===== src/hdl/fpcd_pkg.sv =====
package fpcd_pkg;

  localparam int unsigned ADDR_W = 4;
  localparam int unsigned DATA_W = 64;

  // Registers sit at byte addresses 0 and 8; bit 3 of the address picks one.
  localparam logic REG_FRAME_BYTES = 1'b0;
  localparam logic REG_DICTIONARY  = 1'b1;

  localparam logic [11:0] FRAME_BYTES_RST = 12'd8;

  typedef struct packed {
    logic [11:0] frame_bytes;
    logic [63:0] dictionary;
  } cfg_t;

  typedef struct packed {
    logic [7:0] out_byte;
    logic       frame_end;
    logic       run_last;
  } res_t;

endpackage


===== src/hdl/frame_prefix_code_decompressor.sv =====
// Decodes a compressed configuration stream one bit per clock cycle unless a stalled output holds
// it. An input word is taken in IDLE, then the decoder reads its eight code bits one by one in RUN
// and, when the word yields a decoded byte, hands over its final byte in FLUSH; no new word is
// taken until the decoder is back in IDLE. A frame end cuts the word short and the remaining
// padding bits are skipped. A stalled output holds the decoder. It is a single bit-serial decode
// stage with a one-word holding register in front of the output register.
module frame_prefix_code_decompressor (
  input  logic                         clk,
  input  logic                         rst_n,
  input  logic                         in_valid,
  output logic                         in_stall,
  input  logic [7:0]                   in_byte,
  output logic                         out_valid,
  input  logic                         out_stall,
  output logic [7:0]                   out_byte,
  output logic                         out_frame_end,
  output logic                         out_run_last,
  input  logic                         psel,
  input  logic                         penable,
  input  logic                         pwrite,
  input  logic [fpcd_pkg::ADDR_W-1:0]  paddr,
  input  logic [fpcd_pkg::DATA_W-1:0]  pwdata,
  output logic [fpcd_pkg::DATA_W-1:0]  prdata,
  output logic                         pready
);

  fpcd_pkg::cfg_t cfg;
  fpcd_pkg::res_t push_res;
  fpcd_pkg::res_t out_r;
  logic           out_valid_r;
  logic           out_free;
  logic           push;

  fpcd_cfg u_cfg (
    .clk     (clk),
    .rst_n   (rst_n),
    .psel    (psel),
    .penable (penable),
    .pwrite  (pwrite),
    .paddr   (paddr),
    .pwdata  (pwdata),
    .prdata  (prdata),
    .pready  (pready),
    .cfg     (cfg)
  );

  fpcd_dec u_dec (
    .clk      (clk),
    .rst_n    (rst_n),
    .in_valid (in_valid),
    .in_byte  (in_byte),
    .in_stall (in_stall),
    .cfg      (cfg),
    .out_free (out_free),
    .push     (push),
    .push_res (push_res)
  );

  assign out_free = !out_valid_r || !out_stall;

  always_ff @(posedge clk) begin
    if (!rst_n) begin
      out_valid_r <= 1'b0;
    end else if (push) begin
      out_valid_r <= 1'b1;
    end else if (!out_stall) begin
      out_valid_r <= 1'b0;
    end
  end

  always_ff @(posedge clk) begin
    if (push) begin
      out_r <= push_res;
    end
  end

  assign out_valid     = out_valid_r;
  assign out_byte      = out_r.out_byte;
  assign out_frame_end = out_r.frame_end;
  assign out_run_last  = out_r.run_last;

endmodule


===== src/hdl/fpcd_cfg.sv =====
module fpcd_cfg (
  input  logic                         clk,
  input  logic                         rst_n,
  input  logic                         psel,
  input  logic                         penable,
  input  logic                         pwrite,
  input  logic [fpcd_pkg::ADDR_W-1:0]  paddr,
  input  logic [fpcd_pkg::DATA_W-1:0]  pwdata,
  output logic [fpcd_pkg::DATA_W-1:0]  prdata,
  output logic                         pready,
  output fpcd_pkg::cfg_t               cfg
);

  logic [11:0] frame_bytes_r;
  logic [63:0] dictionary_r;
  logic        wr_en;

  assign pready = 1'b1;
  assign wr_en  = psel && penable && pwrite && pready;

  always_ff @(posedge clk) begin
    if (!rst_n) begin
      frame_bytes_r <= fpcd_pkg::FRAME_BYTES_RST;
      dictionary_r  <= '0;
    end else if (wr_en) begin
      unique case (paddr[3])
        fpcd_pkg::REG_FRAME_BYTES: frame_bytes_r <= pwdata[11:0];
        fpcd_pkg::REG_DICTIONARY:  dictionary_r  <= pwdata;
        default: ;
      endcase
    end
  end

  always_comb begin
    unique case (paddr[3])
      fpcd_pkg::REG_FRAME_BYTES: prdata = {52'd0, frame_bytes_r};
      fpcd_pkg::REG_DICTIONARY:  prdata = dictionary_r;
      default:                   prdata = '0;
    endcase
  end

  assign cfg.frame_bytes = frame_bytes_r;
  assign cfg.dictionary  = dictionary_r;

endmodule


===== src/hdl/fpcd_dec.sv =====
module fpcd_dec (
  input  logic            clk,
  input  logic            rst_n,
  input  logic            in_valid,
  input  logic [7:0]      in_byte,
  output logic            in_stall,
  input  fpcd_pkg::cfg_t  cfg,
  input  logic            out_free,
  output logic            push,
  output fpcd_pkg::res_t  push_res
);

  localparam logic [1:0] ST_IDLE  = 2'd0;
  localparam logic [1:0] ST_RUN   = 2'd1;
  localparam logic [1:0] ST_FLUSH = 2'd2;

  logic [1:0]  state_r, state_nxt;
  logic [7:0]  sh_r, sh_nxt;
  logic [2:0]  bitcnt_r, bitcnt_nxt;
  logic [9:0]  pend_bits_r, pend_bits_nxt;
  logic [3:0]  pend_cnt_r, pend_cnt_nxt;
  logic [11:0] bytes_done_r, bytes_done_nxt;
  logic        held_v_r, held_v_nxt;
  logic [7:0]  held_byte_r, held_byte_nxt;
  logic        held_end_r, held_end_nxt;

  logic [9:0]  nbits;
  logic [3:0]  ncnt;
  logic [2:0]  sel;
  logic        done;
  logic [7:0]  val;
  logic [11:0] bd_inc;
  logic        frame_end;
  logic        last_bit;
  logic        blocked;

  assign nbits     = {pend_bits_r[8:0], sh_r[7]};
  assign ncnt      = pend_cnt_r + 4'd1;
  assign sel       = nbits[2:0];
  assign bd_inc    = bytes_done_r + 12'd1;
  assign frame_end = bd_inc >= cfg.frame_bytes;
  assign last_bit  = bitcnt_r == 3'd7;

  always_comb begin
    done = 1'b0;
    val  = 8'd0;
    priority if (ncnt == 4'd1 && nbits == 10'd0) begin
      done = 1'b1;
    end else if (ncnt == 4'd6 && nbits[9:3] == 7'd4) begin
      done = 1'b1;
      val  = 8'd1 << sel;
    end else if (ncnt == 4'd6 && nbits[9:3] == 7'd5) begin
      done = 1'b1;
      val  = cfg.dictionary[{sel, 3'd0} +: 8];
    end else if (ncnt >= 4'd10) begin
      done = 1'b1;
      val  = nbits[7:0];
    end else begin
      done = 1'b0;
    end
  end

  assign blocked  = done && held_v_r && !out_free;
  assign in_stall = state_r != ST_IDLE;

  always_comb begin
    state_nxt      = state_r;
    sh_nxt         = sh_r;
    bitcnt_nxt     = bitcnt_r;
    pend_bits_nxt  = pend_bits_r;
    pend_cnt_nxt   = pend_cnt_r;
    bytes_done_nxt = bytes_done_r;
    held_v_nxt     = held_v_r;
    held_byte_nxt  = held_byte_r;
    held_end_nxt   = held_end_r;
    push           = 1'b0;
    push_res       = {held_byte_r, held_end_r, 1'b0};
    unique case (state_r)
      ST_IDLE: begin
        if (in_valid) begin
          sh_nxt     = in_byte;
          bitcnt_nxt = 3'd0;
          state_nxt  = ST_RUN;
        end
      end
      ST_RUN: begin
        if (!blocked) begin
          sh_nxt     = {sh_r[6:0], 1'b0};
          bitcnt_nxt = bitcnt_r + 3'd1;
          if (done) begin
            push           = held_v_r;
            pend_bits_nxt  = '0;
            pend_cnt_nxt   = '0;
            held_v_nxt     = 1'b1;
            held_byte_nxt  = val;
            held_end_nxt   = frame_end;
            bytes_done_nxt = frame_end ? 12'd0 : bd_inc;
          end else begin
            pend_bits_nxt = nbits;
            pend_cnt_nxt  = ncnt;
          end
          if ((done && frame_end) || last_bit) begin
            state_nxt = (done || held_v_r) ? ST_FLUSH : ST_IDLE;
          end
        end
      end
      ST_FLUSH: begin
        push_res = {held_byte_r, held_end_r, 1'b1};
        if (out_free) begin
          push       = 1'b1;
          held_v_nxt = 1'b0;
          state_nxt  = ST_IDLE;
        end
      end
      default: state_nxt = ST_IDLE;
    endcase
  end

  always_ff @(posedge clk) begin
    if (!rst_n) begin
      state_r      <= ST_IDLE;
      pend_bits_r  <= '0;
      pend_cnt_r   <= '0;
      bytes_done_r <= '0;
      held_v_r     <= 1'b0;
      bitcnt_r     <= '0;
    end else begin
      state_r      <= state_nxt;
      pend_bits_r  <= pend_bits_nxt;
      pend_cnt_r   <= pend_cnt_nxt;
      bytes_done_r <= bytes_done_nxt;
      held_v_r     <= held_v_nxt;
      bitcnt_r     <= bitcnt_nxt;
    end
  end

  always_ff @(posedge clk) begin
    sh_r        <= sh_nxt;
    held_byte_r <= held_byte_nxt;
    held_end_r  <= held_end_nxt;
  end

  a_pend_bound: assert property (@(posedge clk) disable iff (!rst_n)
    pend_cnt_r <= 4'd9)
    else $error("pending code longer than nine bits");

  a_push_room: assert property (@(posedge clk) disable iff (!rst_n)
    push |-> out_free)
    else $error("word pushed into a full output register");

  a_end_flush: assert property (@(posedge clk) disable iff (!rst_n)
    (state_r == ST_RUN && done && frame_end && !blocked) |=> state_r == ST_FLUSH)
    else $error("frame end did not stop the bit reader");

  a_idle_empty: assert property (@(posedge clk) disable iff (!rst_n)
    state_r == ST_IDLE |-> !held_v_r)
    else $error("decoded word left behind at end of input word");

endmodule

===== config.mk =====
export PLATFORM = sky130hd
export DESIGN_NAME = frame_prefix_code_decompressor
export DESIGN_NICKNAME = d
export VERILOG_FILES = /design/src/hdl/fpcd_pkg.sv /design/src/hdl/frame_prefix_code_decompressor.sv /design/src/hdl/fpcd_cfg.sv /design/src/hdl/fpcd_dec.sv
export SDC_FILE = /design/constraint.sdc
export NUM_CORES = 1
export LEC_CHECK = 0
export BUFFER_PORTS_ARGS = -buffer_cell sky130_fd_sc_hd__buf_4
export CORE_MARGIN = 3
export CORE_UTILIZATION = 44
export DETAILED_ROUTE_END_ITERATION = 10
export GPL_ROUTABILITY_DRIVEN = 0
export GPL_TIMING_DRIVEN = 0
export HOLD_SLACK_MARGIN = 0.12
export PLACE_DENSITY = 0.68
export REMOVE_ABC_BUFFERS = 1
export SYNTH_ARGS = -nofsm -noshare
export SYNTH_HDL_FRONTEND = slang
export SYNTH_SLANG_ARGS = --single-unit
export TNS_END_PERCENT = 5

===== constraint.sdc =====
create_clock -name clk -period 3.9 [get_ports clk]
set_input_delay 0.39 -clock clk [delete_from_list [all_inputs] [get_ports clk]]
set_output_delay 0.39 -clock clk [all_outputs]
set_load 0.03 [all_outputs]

==> results.sh <==
export IMPL_fin_skew_ns=0.00765
export IMPL_cts_tree="built"
export IMPL_final_common_cell="nand2_1"
export IMPL_grt_antenna_before_repair=0
export IMPL_seq_area_frac_synth=0.451
export IMPL_die_x_um=128
export IMPL_finalCritPeriodShare=0.818
export IMPL_worstSetupPathType="reg2reg"
export IMPL_status="complete, no violations"
export IMPL_insertion_delay_ns=0.42
export IMPL_hold_path_class="in2reg"
export IMPL_drt_iter0_drc=412
export IMPL_numPortBuffers=155
export IMPL_grt_ovfl_total=0
export IMPL_synthCells=756
export IMPL_layout_common_cells="nand2_1 (198), buf_4 (155), dfxtp_1 (108), a21oi_1 (97), and2_1 (53)"
export IMPL_place_inst=1055
export IMPL_ant_nets=0
export IMPL_grt_pass1_vias=5450
export IMPL_drive_gt1_frac=0.251
export IMPL_wl_per_cell_um=16.1
export IMPL_min_period_ns=3.19
export IMPL_tightest_slew_ns=1.18
export IMPL_n_fill_cell=1344
export IMPL_synth_ff_type="dfxtp_1"
export IMPL_worstPathArrival_ns=3.56
export IMPL_avgSynthCellArea_um2=8.72
export IMPL_drtPass1Iterations=5
export IMPL_cts_resized_gates=0
export IMPL_num_antenna_cells=0
export IMPL_final_setup_viol_count=0
export IMPL_cts_buffers=17
export IMPL_critPathLaunchType="flip-flop"
export IMPL_dieHeight_um=128
export IMPL_required_ns=4.27
export IMPL_async_flop_share=0
export IMPL_ctsHoldBuffers=0
export IMPL_fin_util=0.584
export IMPL_num_rows=44
export IMPL_totalWireLength_mm=17.5
export IMPL_reg2reg_slack_ns=0.71
export IMPL_rsz0062_at_grt="no"
export IMPL_path_max_fanout=7
export IMPL_grt_pass1_wl_mm=28.0
export IMPL_initial_core_util=0.452
export IMPL_clkSinkCount=135
export IMPL_powerDensity_mw_per_mm2=486
export IMPL_routed_via_density=5.23
export IMPL_synth_area_mm2=0.00659
export IMPL_fmax_ghz=0.313
export IMPL_die_area_mm2=0.0165
export IMPL_synth_edf_count=27
export IMPL_remaining_drc_errors=0
export IMPL_io_pins=160
export IMPL_yosys_warnings=0
export IMPL_cap_violations=0
export IMPL_ys_types=57
export IMPL_cts_setup_buffers=0
export IMPL_final_max_slew_viol_count=0
export IMPL_grt_max_degree=85
export IMPL_clk_pin_slew_ns=0.06
export IMPL_design_core_area_mm2=0.0146
export IMPL_vias=5689
export IMPL_leakage_nw=3.46
export IMPL_cts_max_level=4
export IMPL_crit_path_end_kind="flip-flop"
export IMPL_cts_root_buf="clkbuf_16"
export IMPL_dp_hpwl_mm=12.4
export IMPL_hold_violations=0
export IMPL_maxSlewHeadroom=0.213
export IMPL_ir_drop_mv=0.321
export IMPL_area_growth_pct=29.3
export IMPL_synth_seq_cells=135
export IMPL_grt_use_total=0.216
export IMPL_nNetsFinal=994
export IMPL_final_cells=1087
export IMPL_cts_buffer_depth=2
-- stage by stage --
| step | hold WS [ns] | worst slack (ns) | TNS, ns | power, mW | instance area (um2) |
|---|---|---|---|---|---|
| final | 0.210 | 0.710 | 0 | 4.14 | 8520 |
| after detailed placement | 0.406 | 0.757 | 0 | 2.51 | 7910 |
| after global placement | 0.402 | -1.06 | -61.62 | 2.46 | 7800 |
| after floorplan | 0.400 | 1.10 | 0 | 2.19 | 6410 |
| after global routing | 0.194 | 0.363 | 0 | 4.33 | 8520 |
| after CTS | 0.197 | 0.764 | 0 | 4.17 | 8520 |
-- worst paths after layout --
kind | startpoint | end | cells past startpoint
max | u_dec.bytes_done_r[0]$_SDFFE_PN0P_ | u_dec.bytes_done_r[0]$_SDFFE_PN0P_ | 12
min | pwdata[53] | u_cfg.dictionary_r[53]$_SDFFE_PN0P_ | 3
max reg2reg | u_dec.bytes_done_r[0]$_SDFFE_PN0P_ | u_dec.bytes_done_r[0]$_SDFFE_PN0P_ | 12
min reg2reg | u_dec.held_byte_r[4]$_SDFFCE_PP0P_ | out_byte[4]$_DFFE_PP_ | 0
-- logic make-up after synthesis --
group,Yosys count,share of synthesized area
simple gates,315,0.220
other cells,1,0.000569
buf+inv,69,0.0414
flops,135,0.451
fa+ha+maj,21,0.0399
xor+xnor,10,0.0156
compound gates,175,0.158
mux,30,0.0738
-- where the power goes --
group / total (mW) / switching, mW / internal (mW)
registers: 1.69 / 0.125 / 1.57
logic: 0.781 / 0.427 / 0.355
clock network: 1.66 / 0.575 / 1.09
-- metal layers --
| layer | global-route usage | vias up | part of all wire |
|---|---|---|---|
| met5 | 0 | - | 0 |
| met4 | 0.0618 | 0 | 0.013 |
| met3 | 0.0747 | 21 | 0.068 |
| met2 | 0.358 | 142 | 0.49 |
| met1 | 0.269 | 2653 | 0.43 |
| li1 | - | 2873 | - |
-- critical path: stages, from the launching register on --
cell and delay [ns]:
dfxtp_1 0.41, ha_1 0.22, nand2_1 0.12, nor3_1 0.34, nand3_1 0.15, xnor2_1 0.22
ha_1 0.28, nand2_1 0.06, nor2_1 0.04, a211oi_1 0.30, o211ai_1 0.28, nor2_1 0.47
mux2_2 0.24
-- layout make-up --
class | count | area (um2) | share of cell area
timing repair buffer | 161 | 1260 | 0.148
multi-input combinational | 552 | 3350 | 0.394
clock inverter | 12 | 155 | 0.0182
sequential | 135 | 2970 | 0.349
clock buffer | 20 | 457 | 0.0536
tap | 184 | 230 | 0.0270
inverter | 23 | 88.8 | 0.0104
-- cells in the mapped netlist, types with 6 or more instances --
cell type	number	area [um2]
clkbuf_1	40	150
edfxtp_1	27	811
o21ai_0	30	150
and2_1	53	332
mux2_2	9	101
a211oi_1	7	52.6
nand3_1	10	50.1
mux2i_1	7	70.1
mux4_2	14	315
xnor2_1	6	52.6
a21oi_1	97	485
inv_1	23	86.3
ha_1	21	263
dfxtp_1	108	2160
nand2_1	198	743
a22o_1	18	158
nor2_1	15	56.3
-- state kept, by name (all words and copies together), names as in the netlist --
register             count
u_dec.bytes_done_r      12
u_dec.held_end_r         1
u_dec.state_r            2
u_dec.bitcnt_r           3
u_cfg.dictionary_r      64
u_dec.pend_bits_r        9
u_dec.pend_cnt_r         4
out_byte                 8
u_dec.sh_r               8
u_dec.held_byte_r        8
out_frame_end            1
out_valid                1
out_run_last             1
u_cfg.frame_bytes_r     12
u_dec.held_v_r           1
(Power assumes the default switching activity.)
